$ cat config.mk
export PLATFORM = sky130hd
export DESIGN_NAME = fesu_ctrl
export DESIGN_NICKNAME = d
export VERILOG_FILES = /design/src/hw/rtl/fesu_pkg.sv /design/src/hw/rtl/fesu_ctrl.sv
export SDC_FILE = /design/constraint.sdc
export NUM_CORES = 1
export LEC_CHECK = 0
export ABC_AREA = 1
export BUFFER_PORTS_ARGS = -buffer_cell sky130_fd_sc_hd__clkbuf_2
export CORE_AREA = 2 2 39 41
export CTS_BUF_LIST = sky130_fd_sc_hd__clkbuf_16
export DETAILED_ROUTE_END_ITERATION = 10
export DIE_AREA = 0 0 41 43
export HOLD_SLACK_MARGIN = 0.03
export PLACE_DENSITY = 0.57
export SLEW_MARGIN = 25
export SYNTH_ARGS = -nofsm -noshare
export SYNTH_HDL_FRONTEND = slang
export SYNTH_SLANG_ARGS = --single-unit
$ cat constraint.sdc
create_clock -name aclk -period 3.34 [get_ports aclk]
set_clock_uncertainty 0.05 [all_clocks]
set_input_delay 0.334 -clock aclk [delete_from_list [all_inputs] [get_ports aclk]]
set_output_delay 0.334 -clock aclk [all_outputs]
set_load 0.02 [all_outputs]
$ cat src/hw/rtl/fesu_pkg.sv
package fesu_pkg;

    // Geometry defaults and fixed field widths.
    localparam int GRID_WIDTH_DEF  = 32;
    localparam int GRID_HEIGHT_DEF = 128;
    localparam int LEVEL_W         = 5;
    localparam int OP_W            = 2;
    localparam int COL_IN_W        = 5;
    localparam int ROW_IN_W        = 7;
    localparam int CFG_INDEX_W     = 2;

    // Configuration reset values.
    localparam logic [LEVEL_W-1:0] IGNITE_LEVEL_RST  = LEVEL_W'(23);
    localparam logic [LEVEL_W-1:0] LEVEL_FLOOR_RST   = LEVEL_W'(1);
    localparam logic [LEVEL_W-1:0] LEVEL_CEILING_RST = LEVEL_W'(7);
    localparam logic [LEVEL_W-1:0] CLEAR_LEVEL       = LEVEL_W'(1);

    // Stencil arithmetic. Eleven levels of at most 31 sum to at most 341.
    // floor(sum / 11) equals (sum * 745) >> 13 exactly over that range.
    localparam int NEIGHBOUR_COUNT = 11;
    localparam int SUM_W           = 9;
    localparam int DIV_MULT_W      = 10;
    localparam int PROD_W          = SUM_W + DIV_MULT_W;
    localparam logic [DIV_MULT_W-1:0] DIV_MULT = DIV_MULT_W'(745);
    localparam int DIV_SHIFT       = 13;

    // Sliding windows: the center column trails the column being read by three.
    localparam int CUR_TAPS   = 5;
    localparam int ABOVE_TAPS = 4;
    localparam int BELOW_TAPS = 3;
    localparam int CENTER_LAG = 3;
    localparam int EDGE_COLS  = 2;
    localparam int UPD_FIRST  = CENTER_LAG + EDGE_COLS;

    // Ignition cross, one cell per cycle.
    localparam int CROSS_W = 3;
    localparam logic [CROSS_W-1:0] CROSS_CENTER = CROSS_W'(0);
    localparam logic [CROSS_W-1:0] CROSS_EAST   = CROSS_W'(1);
    localparam logic [CROSS_W-1:0] CROSS_WEST   = CROSS_W'(2);
    localparam logic [CROSS_W-1:0] CROSS_SOUTH  = CROSS_W'(3);
    localparam logic [CROSS_W-1:0] CROSS_NORTH  = CROSS_W'(4);
    localparam logic [CROSS_W-1:0] CROSS_LAST   = CROSS_NORTH;

    typedef enum logic [OP_W-1:0] {
        OP_IGNITE = 2'd0,
        OP_PASS   = 2'd1,
        OP_READ   = 2'd2
    } op_t;

    typedef enum logic [CFG_INDEX_W-1:0] {
        CFG_IGNITE_LEVEL  = 2'd0,
        CFG_LEVEL_FLOOR   = 2'd1,
        CFG_LEVEL_CEILING = 2'd2
    } cfg_index_t;

    typedef enum logic [2:0] {
        ST_CLEAR,
        ST_IDLE,
        ST_IGNITE,
        ST_READ,
        ST_PASS_A,
        ST_PASS_B,
        ST_FINISH
    } ctrl_state_t;

    typedef struct packed {
        logic capture;
        logic clear_wr;
        logic cross_wr;
        logic read_cell;
        logic pass_a;
        logic pass_b;
        logic load_result;
    } fesu_cmd_t;

    typedef struct packed {
        logic clear_last;
        logic cross_last;
        logic step_last;
        logic row_last;
    } fesu_status_t;

endpackage

$ cat src/hw/rtl/fesu_ctrl.sv
module fesu_ctrl
    import fesu_pkg::*;
(
    input  logic               aclk,
    input  logic               aresetn,
    input  logic               s_valid,
    input  logic [OP_W-1:0]    s_op,
    output logic               s_ready,
    output logic               m_valid,
    input  logic               m_ready,
    output fesu_cmd_t          cmd,
    input  fesu_status_t       status
);

    ctrl_state_t state_reg;
    ctrl_state_t state_next;
    logic        m_valid_reg;
    logic        m_valid_next;

    always_comb begin
        state_next = state_reg;
        case (state_reg)
            ST_CLEAR: begin
                if (status.clear_last) begin
                    state_next = ST_IDLE;
                end
            end
            ST_IDLE: begin
                if (s_valid) begin
                    case (s_op)
                        OP_IGNITE: state_next = ST_IGNITE;
                        OP_PASS:   state_next = ST_PASS_A;
                        OP_READ:   state_next = ST_READ;
                        default:   state_next = ST_FINISH;
                    endcase
                end
            end
            ST_IGNITE: begin
                if (status.cross_last) begin
                    state_next = ST_FINISH;
                end
            end
            ST_READ: begin
                state_next = ST_FINISH;
            end
            ST_PASS_A: begin
                state_next = ST_PASS_B;
            end
            ST_PASS_B: begin
                if (status.step_last && status.row_last) begin
                    state_next = ST_FINISH;
                end else begin
                    state_next = ST_PASS_A;
                end
            end
            ST_FINISH: begin
                if (!m_valid_reg || m_ready) begin
                    state_next = ST_IDLE;
                end
            end
            default: begin
                state_next = ST_IDLE;
            end
        endcase
    end

    always_comb begin
        cmd     = '0;
        s_ready = 1'b0;
        case (state_reg)
            ST_CLEAR: begin
                cmd.clear_wr = 1'b1;
            end
            ST_IDLE: begin
                s_ready     = 1'b1;
                cmd.capture = s_valid;
            end
            ST_IGNITE: begin
                cmd.cross_wr = 1'b1;
            end
            ST_READ: begin
                cmd.read_cell = 1'b1;
            end
            ST_PASS_A: begin
                cmd.pass_a = 1'b1;
            end
            ST_PASS_B: begin
                cmd.pass_b = 1'b1;
            end
            ST_FINISH: begin
                cmd.load_result = !m_valid_reg || m_ready;
            end
            default: begin
                cmd = '0;
            end
        endcase
    end

    always_comb begin
        m_valid_next = m_valid_reg;
        if (cmd.load_result) begin
            m_valid_next = 1'b1;
        end else if (m_ready) begin
            m_valid_next = 1'b0;
        end
    end

    always_ff @(posedge aclk) begin
        if (!aresetn) begin
            state_reg   <= ST_CLEAR;
            m_valid_reg <= 1'b0;
        end else begin
            state_reg   <= state_next;
            m_valid_reg <= m_valid_next;
        end
    end

    assign m_valid = m_valid_reg;

endmodule

==> impl_metrics.tcl, run 1 <==
set metrics [dict create \
    outcome "complete, no violations" \
    synth_cell_types 14 \
    mostFrequentLayoutCell "clkbuf_2" \
    grt.busiest_layer "met1" \
    postCtsSetupBuffers 0 \
    whs_path_depth 3 \
    period_share_pct 51.3 \
    setup_total_negative_slack_ns 0 \
    antennaDiodeCount 0 \
    reg2reg_depth 6 \
    clock-root-buffer "clkbuf_16" \
    clock_sinks 4 \
    rr_endpoint "state_reg[1]" \
    yosys_warnings 0 \
    initial_core_util_pct 24.1 \
    tritoncts "done" \
    power_uw 501 \
    gr-usage-all-layers_pct 11.5 \
    maximum_number_of_pins_on_one_net_before_global_route_repair 9 \
    largest_reg_flops 3 \
    hold_end "state_reg[0]" \
    seq_area_frac_synth_pct 24.0 \
    mappedNetlistArea_um2 334 \
    hold_path.startpoint "aresetn" \
    layout.filler_cells 168 \
    gr-usage-met3_pct 5.24 \
    final-max-slew-violation-count 0 \
    final_nets 91 \
    syn_nets 71 \
    area.growth.synth_to_final_pct 47.6 \
    coreArea_um2 1380 \
    dominant_cells_by_area_after_synthesis "dfxtp_1 24%, nand2_1 18%, nor2_1 15%" \
    antenna_violating_nets_post_route 0 \
    global_route.usage.met1_pct 16.3 \
    cts_htree_levels 1 \
    syn_avg_cell_area_um2 5.48 \
    critical_path.reg2reg.startpoint "state_reg[0]" \
    post-synth-top-area-cell "dfxtp_1" \
    wirelength_um 821 \
    later_pin_clock_latency_in_the_skew_report_ns 0.22 \
    worst-r2r-setup-slack_ns 2.05 \
    final.hold.worst_slack_ns 0.279 \
    worstSetupStartpointType "register" \
    vias_per_cell 4.18 \
    ys_ff_latch 4 \
    worst-endpoint-required_ns 2.96 \
    most-common-layout-cells "18 x clkbuf_2, 16 x nand2_1, 13 x nor2_1" \
    setup-violations-final 0 \
    power-per-cell-area_nw_per_um2 1020 \
    vdd_ir_drop_max_mv 0.282 \
    overflow 0 \
    post_route_cells_drive_above_1_share_pct 30.4 \
    final-hold-violation-count 0 \
    antenna_violations_before_repair 0 \
    post-route-min-period_ns 1.71 \
    floorplan.die.height_um 43 \
    via_count_of_the_routed_design 397 \
    post_synth_inst_count 61 \
    die_footprint_um2 1760 \
    io_buffer_count 18 \
    dieWidth_um 41 \
    critical_path_endpoint_category "primary output" \
    finalWeightedCongestion 0.755 \
    postLayoutSetupSlackWorst_ns 1.63 \
    crit_type "reg -> out" \
    actual_transition_at_the_worst_max_transition_pin_ns 0.314 \
    placement_rows 14 \
    drt_pre_antenna_iters 2 \
    tritoncts.num_buffers 3 \
    timing.critical_path.arrival_ns 1.33 \
    detail_route.drc_violations 0 \
    drt_iter0_markers 1 \
    power_leakage_nw 0.285 \
    grt_pass1_vias 331 \
    rsz0062_at_grt "false" \
    wl_per_cell_um 8.64 \
    clock_tree.buffer_depth 2 \
    fmaxAchievable_mhz 584 \
    timing.max_slew.rel_slack_pct 79.1 \
    grt_pass1_wl_um 1350 \
    yosysTopAreaCellShare_pct 24.0 \
    hold_path.class "in -> reg" \
    clock_pin_slew_worst_setup_and_hold_paths_ns 0.03 \
    pre_cts_slack_ns 1.90 \
    path_max_fanout 8 \
    gr-usage-met2_pct 13.1 \
    place.detailed.hpwl_um 632 \
    ios 19 \
    post_cts_hold_buffers 0 \
    cap_viol_max_count 0 \
    cts_resized 0 \
]
## kinds of logic after synthesis
family,share of synthesized area (%)
flip-flops,24.0
buffers and inverters,20.2
AND/OR/NAND/NOR,49.8
AO/OA/AOI/OAI,5.99
## worst max-delay path: stages (launching register included)
cell	delay, ns
dfxtp_1	0.49
inv_2	0.12
nor4_1	0.27
clkbuf_2	0.22
## metrics by stage
| step | instance area, um^2 | cells | util, % |
|---|---|---|---|
| 4_1_cts | 493 | 95 | 35.6 |
| 3_5_place_dp | 418 | 92 | 30.2 |
| 3_3_place_gp | 418 | 92 | 30.2 |
| 5_1_grt | 493 | 95 | 35.6 |
| 6_report | 493 | 95 | 35.6 |
| 2_1_floorplan | 334 | 61 | - |
## final cells by class
type	instances	area [um^2]	area share (%)
inverters	11	41.3	8.38
flip-flops and latches	4	80.1	16.2
repair buffers	18	90.1	18.3
clock buffers	3	75.1	15.2
multi-input cells	43	186	37.8
well taps	16	20.0	4.06
## per-layer routing
metal | share of wire (%) | wire, um | up-vias
met2 | 40 | 332 | 15
met3 | 8.5 | 70 | 2
met5 | 0 | 0 | -
met1 | 49 | 404 | 160
met4 | 1.6 | 13 | 0
li1 | - | - | 220
## cells in the mapped netlist
cell type	count
nor2_1	13
inv_2	1
nor3_1	2
nor3_2	1
nand3_1	5
nor2_2	1
o21ai_0	2
a21oi_1	2
buf_6	1
nand2_1	16
dfxtp_1	4
buf_4	2
inv_1	10
nor4_1	1
## where the power goes
group	switching (mW)	total, mW	internal, mW
sequential	0.0337	0.0976	0.0640
combinational	0.142	0.216	0.0744
clock	0.0338	0.187	0.153
total	0.209	0.501	0.291
## how the worst max path moves through the flow
| stage | startpoint | end | slack (ns) | cells after the start |
|---|---|---|---|---|
| finish | state_reg[0] | cmd[6] | 1.63 | 3 |
| detailed placement | state_reg[0] | cmd[6] | 1.90 | 3 |
| global route | state_reg[0] | cmd[6] | 1.51 | 3 |
| floorplan | state_reg[0] | cmd[6] | 1.79 | 3 |
| global placement | state_reg[0] | cmd[6] | 1.90 | 3 |
| CTS | state_reg[0] | cmd[6] | 1.66 | 3 |
(Power assumes the default switching activity.)
==> inputs of run 2 (changes only) <==
--- a/config.mk
+++ b/config.mk
@@ -5,14 +5,14 @@
 export SDC_FILE = /design/constraint.sdc
 export NUM_CORES = 1
 export LEC_CHECK = 0
-export ABC_AREA = 1
+export ABC_AREA = 0
 export BUFFER_PORTS_ARGS = -buffer_cell sky130_fd_sc_hd__clkbuf_2
 export CORE_AREA = 2 2 39 41
 export CTS_BUF_LIST = sky130_fd_sc_hd__clkbuf_16
 export DETAILED_ROUTE_END_ITERATION = 10
 export DIE_AREA = 0 0 41 43
 export HOLD_SLACK_MARGIN = 0.03
-export PLACE_DENSITY = 0.57
+export PLACE_DENSITY = 0.59
 export SLEW_MARGIN = 25
 export SYNTH_ARGS = -nofsm -noshare
 export SYNTH_HDL_FRONTEND = slang
==> constraint.sdc (replaced) <==
create_clock -name aclk -period 1.45 [get_ports aclk]
set_clock_uncertainty 0.05 [all_clocks]
set_input_delay 0.145 -clock aclk [delete_from_list [all_inputs] [get_ports aclk]]
set_output_delay 0.145 -clock aclk [all_outputs]
set_load 0.02 [all_outputs]
==> impl_metrics.tcl, run 2 <==
set metrics [dict create \
    outcome "complete, no violations" \
    wirelength_um 836 \
    reg2reg_depth 4 \
    post_synth_inst_count 44 \
    cap_viol_max_count 0 \
    maximum_number_of_pins_on_one_net_before_global_route_repair 11 \
    ys_ff_latch 4 \
    synth_cell_types 27 \
    vdd_ir_drop_max_mv 0.905 \
    hold_end "m_valid" \
    postLayoutSetupSlackWorst_ns 0.0514 \
    tritoncts.num_buffers 3 \
    synthFlopType "dfxtp_1" \
    period_share_pct 96.5 \
    final-hold-violation-count 0 \
    coreArea_um2 1380 \
    seq_area_frac_synth_pct 23.8 \
    area.growth.synth_to_final_pct 61.7 \
    final.hold.worst_slack_ns 0.176 \
    clock_sinks 4 \
    io_buffer_count 18 \
    overflow 0 \
    grt_pass1_wl_um 1360 \
    setup_total_negative_slack_ns 0 \
    finalWeightedCongestion 0.739 \
    drt_pre_antenna_iters 1 \
    final_cell_area_um2 544 \
    path_max_fanout 10 \
    timing.max_slew.rel_slack_pct 83.3 \
    layout.filler_cells 148 \
    cts_htree_levels 1 \
    synth-edff-count 0 \
    hold_path.class "in -> reg" \
    whs_path_depth 2 \
    drt_iter0_markers 0 \
    vias_per_cell 4.83 \
    mappedNetlistArea_um2 337 \
    dpl-instance-area_um2 459 \
    mostFrequentLayoutCell "clkbuf_2" \
    timing.critical_path.max_delay_family "simple AND/OR/NAND/NOR gates" \
    rr_endpoint "state_reg[2]" \
    hold_path.startpoint "aresetn" \
    via_count_of_the_routed_design 396 \
    post-synth-top-area-cell "dfxtp_1" \
    critical_path_endpoint_category "primary output" \
    post-route-min-period_ns 1.40 \
    crit_chain "buf_6 > nand2b_4 > nor2_2 > and2_1 > clkbuf_4" \
    final-max-slew-violation-count 0 \
    syn_avg_cell_area_um2 7.65 \
    grt_pass1_vias 347 \
    clock_pin_slew_worst_setup_and_hold_paths_ns 0.03 \
    syn_nets 54 \
    dominant_cells_by_area_after_synthesis "dfxtp_1 24%, nand2_1 5.6%, nor2_1 5.6%" \
    worst-r2r-setup-slack_ns 0.10 \
    antenna_violations_before_repair 0 \
    post_route_cells_drive_above_1_share_pct 50.0 \
    clock-root-buffer "clkbuf_16" \
    pre_cts_slack_ns 0.101 \
    timing.critical_path.slowest_cell_delay_ns 0.32 \
    fmaxAchievable_mhz 715 \
    tritoncts "done" \
    power_leakage_nw 0.254 \
    dp.cells 79 \
    worst-endpoint-required_ns 1.25 \
    most-common-layout-cells "16 x clkbuf_2, 5 x nand2_1, 4 x nor2_1, 4 x buf_4" \
    rsz0062_at_grt "false" \
    largest_reg_flops 3 \
    cpMaxStageDelayCell "dfxtp_2" \
    antenna_violating_nets_post_route 0 \
    die_footprint_um2 1760 \
    place.detailed.hpwl_um 680 \
    later_pin_clock_latency_in_the_skew_report_ns 0.22 \
    detail_route.drc_violations 0 \
    ff_latch_area_um2 81.3 \
    timing.critical_path.arrival_ns 1.20 \
    wl_per_cell_um 10.2 \
    placement_rows 14 \
    power-per-cell-area_nw_per_um2 2190 \
    final_nets 78 \
    worst-path-buf-inv 2 \
    multi_input_comb_area_um2 230 \
    critical_path.reg2reg.startpoint "state_reg[0]" \
    clock_tree.buffer_depth 2 \
    yosysTopAreaCellShare_pct 23.8 \
    ios 19 \
    post_layout_nonfiller_instances 82 \
    initial_core_util_pct 24.3 \
    postLayoutCoreUtil_pct 39.3 \
    setup-violations-final 0 \
    dieWidth_um 41 \
    power_mw 1.19 \
    worstSetupStartpointType "register" \
    ys_top_cells_by_count "5 x nand2_1, 5 x nor2_1, 4 x dfxtp_1" \
    gr-usage-all-layers_pct 11.8 \
    floorplan.die.height_um 43 \
    postCtsSetupBuffers 0 \
    synthArstFlopShare_pct 0 \
    yosys_warnings 0 \
    actual_transition_at_the_worst_max_transition_pin_ns 0.247 \
    antennaDiodeCount 0 \
    crit_type "reg -> out" \
]
## run 2: cell count changes after synthesis, moves of 2 or more
cell and delta:
a21oi_1 -2, a21oi_2 +2, buf_2 +2, inv_1 -10, nand2_1 -11, nand3_1 -4
nor2_1 -8, o21ai_0 -2, or3b_1 +2
## run 2: logic make-up after synthesis
kind of cell,count (synthesis),share of synthesized area [%]
buffers and inverters,5,8.55
multiplexers,1,2.97
AND/OR/NAND/NOR,26,45.0
flip-flops,4,23.8
AO/OA/AOI/OAI,8,19.7
## run 2: repair_timing
item                       4_1_cts  5_1_grt
hold buffers                     0        0
pin swaps                        0        0
resized for setup                2        3
setup endpoints to repair        1        2
## run 2: area by class of cell
class                           count  area share [%]
Sequential cell                     4            14.9
Multi-Input combinational cell     35            42.3
Timing Repair Buffer               23            24.6
Tap cell                           16            3.68
Clock buffer                        3            13.8
Inverter                            1           0.690
## run 2: power by group
group | switching, mW | total (mW) | internal, mW | leakage (nW)
sequential | 0.0280 | 0.175 | 0.147 | 0.0331
clock | 0.0768 | 0.429 | 0.352 | 0.0370
combinational | 0.324 | 0.588 | 0.264 | 0.184
## run 2: worst max-delay path by stage
stage | startpoint | to | slack, ns | cells past startpoint
2_1_floorplan | state_reg[1] | cmd[6] | 0.05 | 4
3_3_place_gp | state_reg[2] | state_reg[2] | 0.13 | 4
4_1_cts | state_reg[1] | cmd[6] | 0.0008 | 5
5_1_grt | state_reg[2] | cmd[0] | 0.001 | 4
6_report | state_reg[1] | cmd[6] | 0.05 | 5
3_5_place_dp | state_reg[0] | state_reg[2] | 0.10 | 4
## run 2: per-layer routing
layer	vias to the layer above	wire (um)	global-route usage [%]
met2	14	365	17.5
met3	5	61	4.71
met5	-	0	0
met1	174	375	12.2
li1	203	-	-
met4	0	34	10.0
## run 2: worst register-to-register path, stage by stage, from the launching register on
cell and delay, ns:
dfxtp_1 0.34, or3b_1 0.38, a21oi_2 0.21, nor2_2 0.07, a32o_1 0.20
==> inputs of run 3 (changes only) <==
--- a/config.mk
+++ b/config.mk
@@ -12,7 +12,7 @@
 export DETAILED_ROUTE_END_ITERATION = 10
 export DIE_AREA = 0 0 41 43
 export HOLD_SLACK_MARGIN = 0.03
-export PLACE_DENSITY = 0.59
+export PLACE_DENSITY = 0.57
 export SLEW_MARGIN = 25
 export SYNTH_ARGS = -nofsm -noshare
 export SYNTH_HDL_FRONTEND = slang
==> constraint.sdc (replaced) <==
create_clock -name aclk -period 1.7 [get_ports aclk]
set_clock_uncertainty 0.05 [all_clocks]
set_input_delay 0.17 -clock aclk [delete_from_list [all_inputs] [get_ports aclk]]
set_output_delay 0.17 -clock aclk [all_outputs]
set_load 0.02 [all_outputs]
==> impl_metrics.tcl, run 3 (synthesized netlist as in run 2, its figures left out) <==
set metrics [dict create \
    vdd_ir_drop_max_mv 0.677 \
    final_cell_area_um2 512 \
    postCtsSetupBuffers 0 \
    postLayoutCoreUtil_pct 37.0 \
    cts_resized 0 \
    ios 19 \
    layout.filler_cells 154 \
    switching_share_pct 36.8 \
    power_frac_clock_pct 37.8 \
    final-hold-violation-count 0 \
    drt_pre_antenna_iters 2 \
    combinationalPowerShare_pct 44.8 \
    finalWeightedCongestion 0.742 \
    clock_sinks 4 \
    rsz0062_at_grt "false" \
    outcome "complete, no violations" \
    antennaDiodeCount 0 \
    reg2reg_depth 4 \
    gr-usage-all-layers_pct 10.6 \
    later_pin_clock_latency_in_the_skew_report_ns 0.22 \
    cap_viol_max_count 0 \
    wl_per_cell_um 10.1 \
    final_nets 75 \
    final.hold.worst_slack_ns 0.197 \
    pre_cts_slack_ns 0.247 \
    worstSetupStartpointType "register" \
    antenna_violations_before_repair 0 \
    floorplan.die.height_um 43 \
    actual_transition_at_the_worst_max_transition_pin_ns 0.407 \
    post-route-min-period_ns 1.50 \
    tritoncts "done" \
    timing.max_slew.rel_slack_pct 72.8 \
    crit_type "reg -> out" \
    period_share_pct 88.3 \
    coreArea_um2 1380 \
    post_layout_nonfiller_instances 79 \
    grt_pass1_wl_um 1190 \
    placement_rows 14 \
    power_uw 961 \
    clock_pin_slew_worst_setup_and_hold_paths_ns 0.03 \
    detail_route.drc_violations 0 \
    maximum_number_of_pins_on_one_net_before_global_route_repair 13 \
    cts_htree_levels 1 \
    power_leakage_nw 0.236 \
    die_footprint_um2 1760 \
    drt_iter0_markers 6 \
    fmaxAchievable_mhz 666 \
    setup-violations-final 0 \
    clock_tree.buffer_depth 2 \
    post_cts_hold_buffers 0 \
    place.detailed.hpwl_um 616 \
    io_buffer_count 18 \
    clock-root-buffer "clkbuf_16" \
    post_route_cells_drive_above_1_share_pct 44.4 \
    initial_core_util_pct 24.3 \
    pwr-share-seq_pct 17.4 \
    setup_total_negative_slack_ns 0 \
    dpl-instance-area_um2 437 \
    tritoncts.num_buffers 3 \
    via_count_of_the_routed_design 375 \
    power-per-cell-area_nw_per_um2 1880 \
    vias_per_cell 4.75 \
    postLayoutSetupSlackWorst_ns 0.199 \
    dieWidth_um 41 \
    switchingPower_uw 354 \
    antenna_violating_nets_post_route 0 \
    hold_path.class "in -> reg" \
    largest_reg_flops 3 \
    overflow 0 \
    area.growth.synth_to_final_pct 52.0 \
    mostFrequentLayoutCell "clkbuf_2" \
    wirelength_um 794 \
    timing.critical_path.arrival_ns 1.28 \
    final-max-slew-violation-count 0 \
    dp.cells 76 \
    worst-endpoint-required_ns 1.48 \
    whs_path_depth 2 \
    path_max_fanout 12 \
    most-common-layout-cells "18 x clkbuf_2, 5 x nand2_1, 5 x nor2_1" \
    grt_pass1_vias 287 \
    critical_path_endpoint_category "primary output" \
    power_report.internal_total_uw 608 \
]
==> run 3: power groups by stage <==
stage	clock network, mW	registers [mW]	logic, mW
floorplan	0	0.137	0.355
finish	0.363	0.168	0.431
global route	0.380	0.172	0.479
detailed placement	0	0.168	0.431
global placement	0	0.168	0.432
CTS	0.371	0.168	0.434
==> run 3: cell type report <==
class                   instances  area (um^2)  area share [%]
clock buffers                   3         75.1            14.7
repair buffers                 20          105            20.5
well taps                      16         20.0            3.91
inverters                       1         3.75           0.733
flip-flops and latches          4         80.1            15.6
multi-input cells              35          228            44.5
==> run 3: path summary, 6_finish.rpt <==
path,endpoint,slack [ns],startpoint
setup / recovery,cmd[0],0.20,state_reg[2]
hold / removal,m_valid,0.20,aresetn
setup reg to reg,state_reg[2],0.24,state_reg[2]
hold reg to reg,state_reg[0],0.49,state_reg[0]
==> run 3: routing by layer <==
| layer | global-route usage [%] | part of all wire [%] | vias to the layer above |
|---|---|---|---|
| li1 | - | - | 198 |
| met1 | 11.9 | 49 | 166 |
| met2 | 14.1 | 46 | 11 |
| met3 | 6.28 | 4.9 | 0 |
| met4 | 8.00 | 0 | 0 |
| met5 | 0 | 0 | - |
==> run 3: worst max-delay path, stage by stage (launching register included) <==
cell and delay [ns]:
dfxtp_1 0.56, nand2_1 0.15, nor3_1 0.16, clkbuf_2 0.19
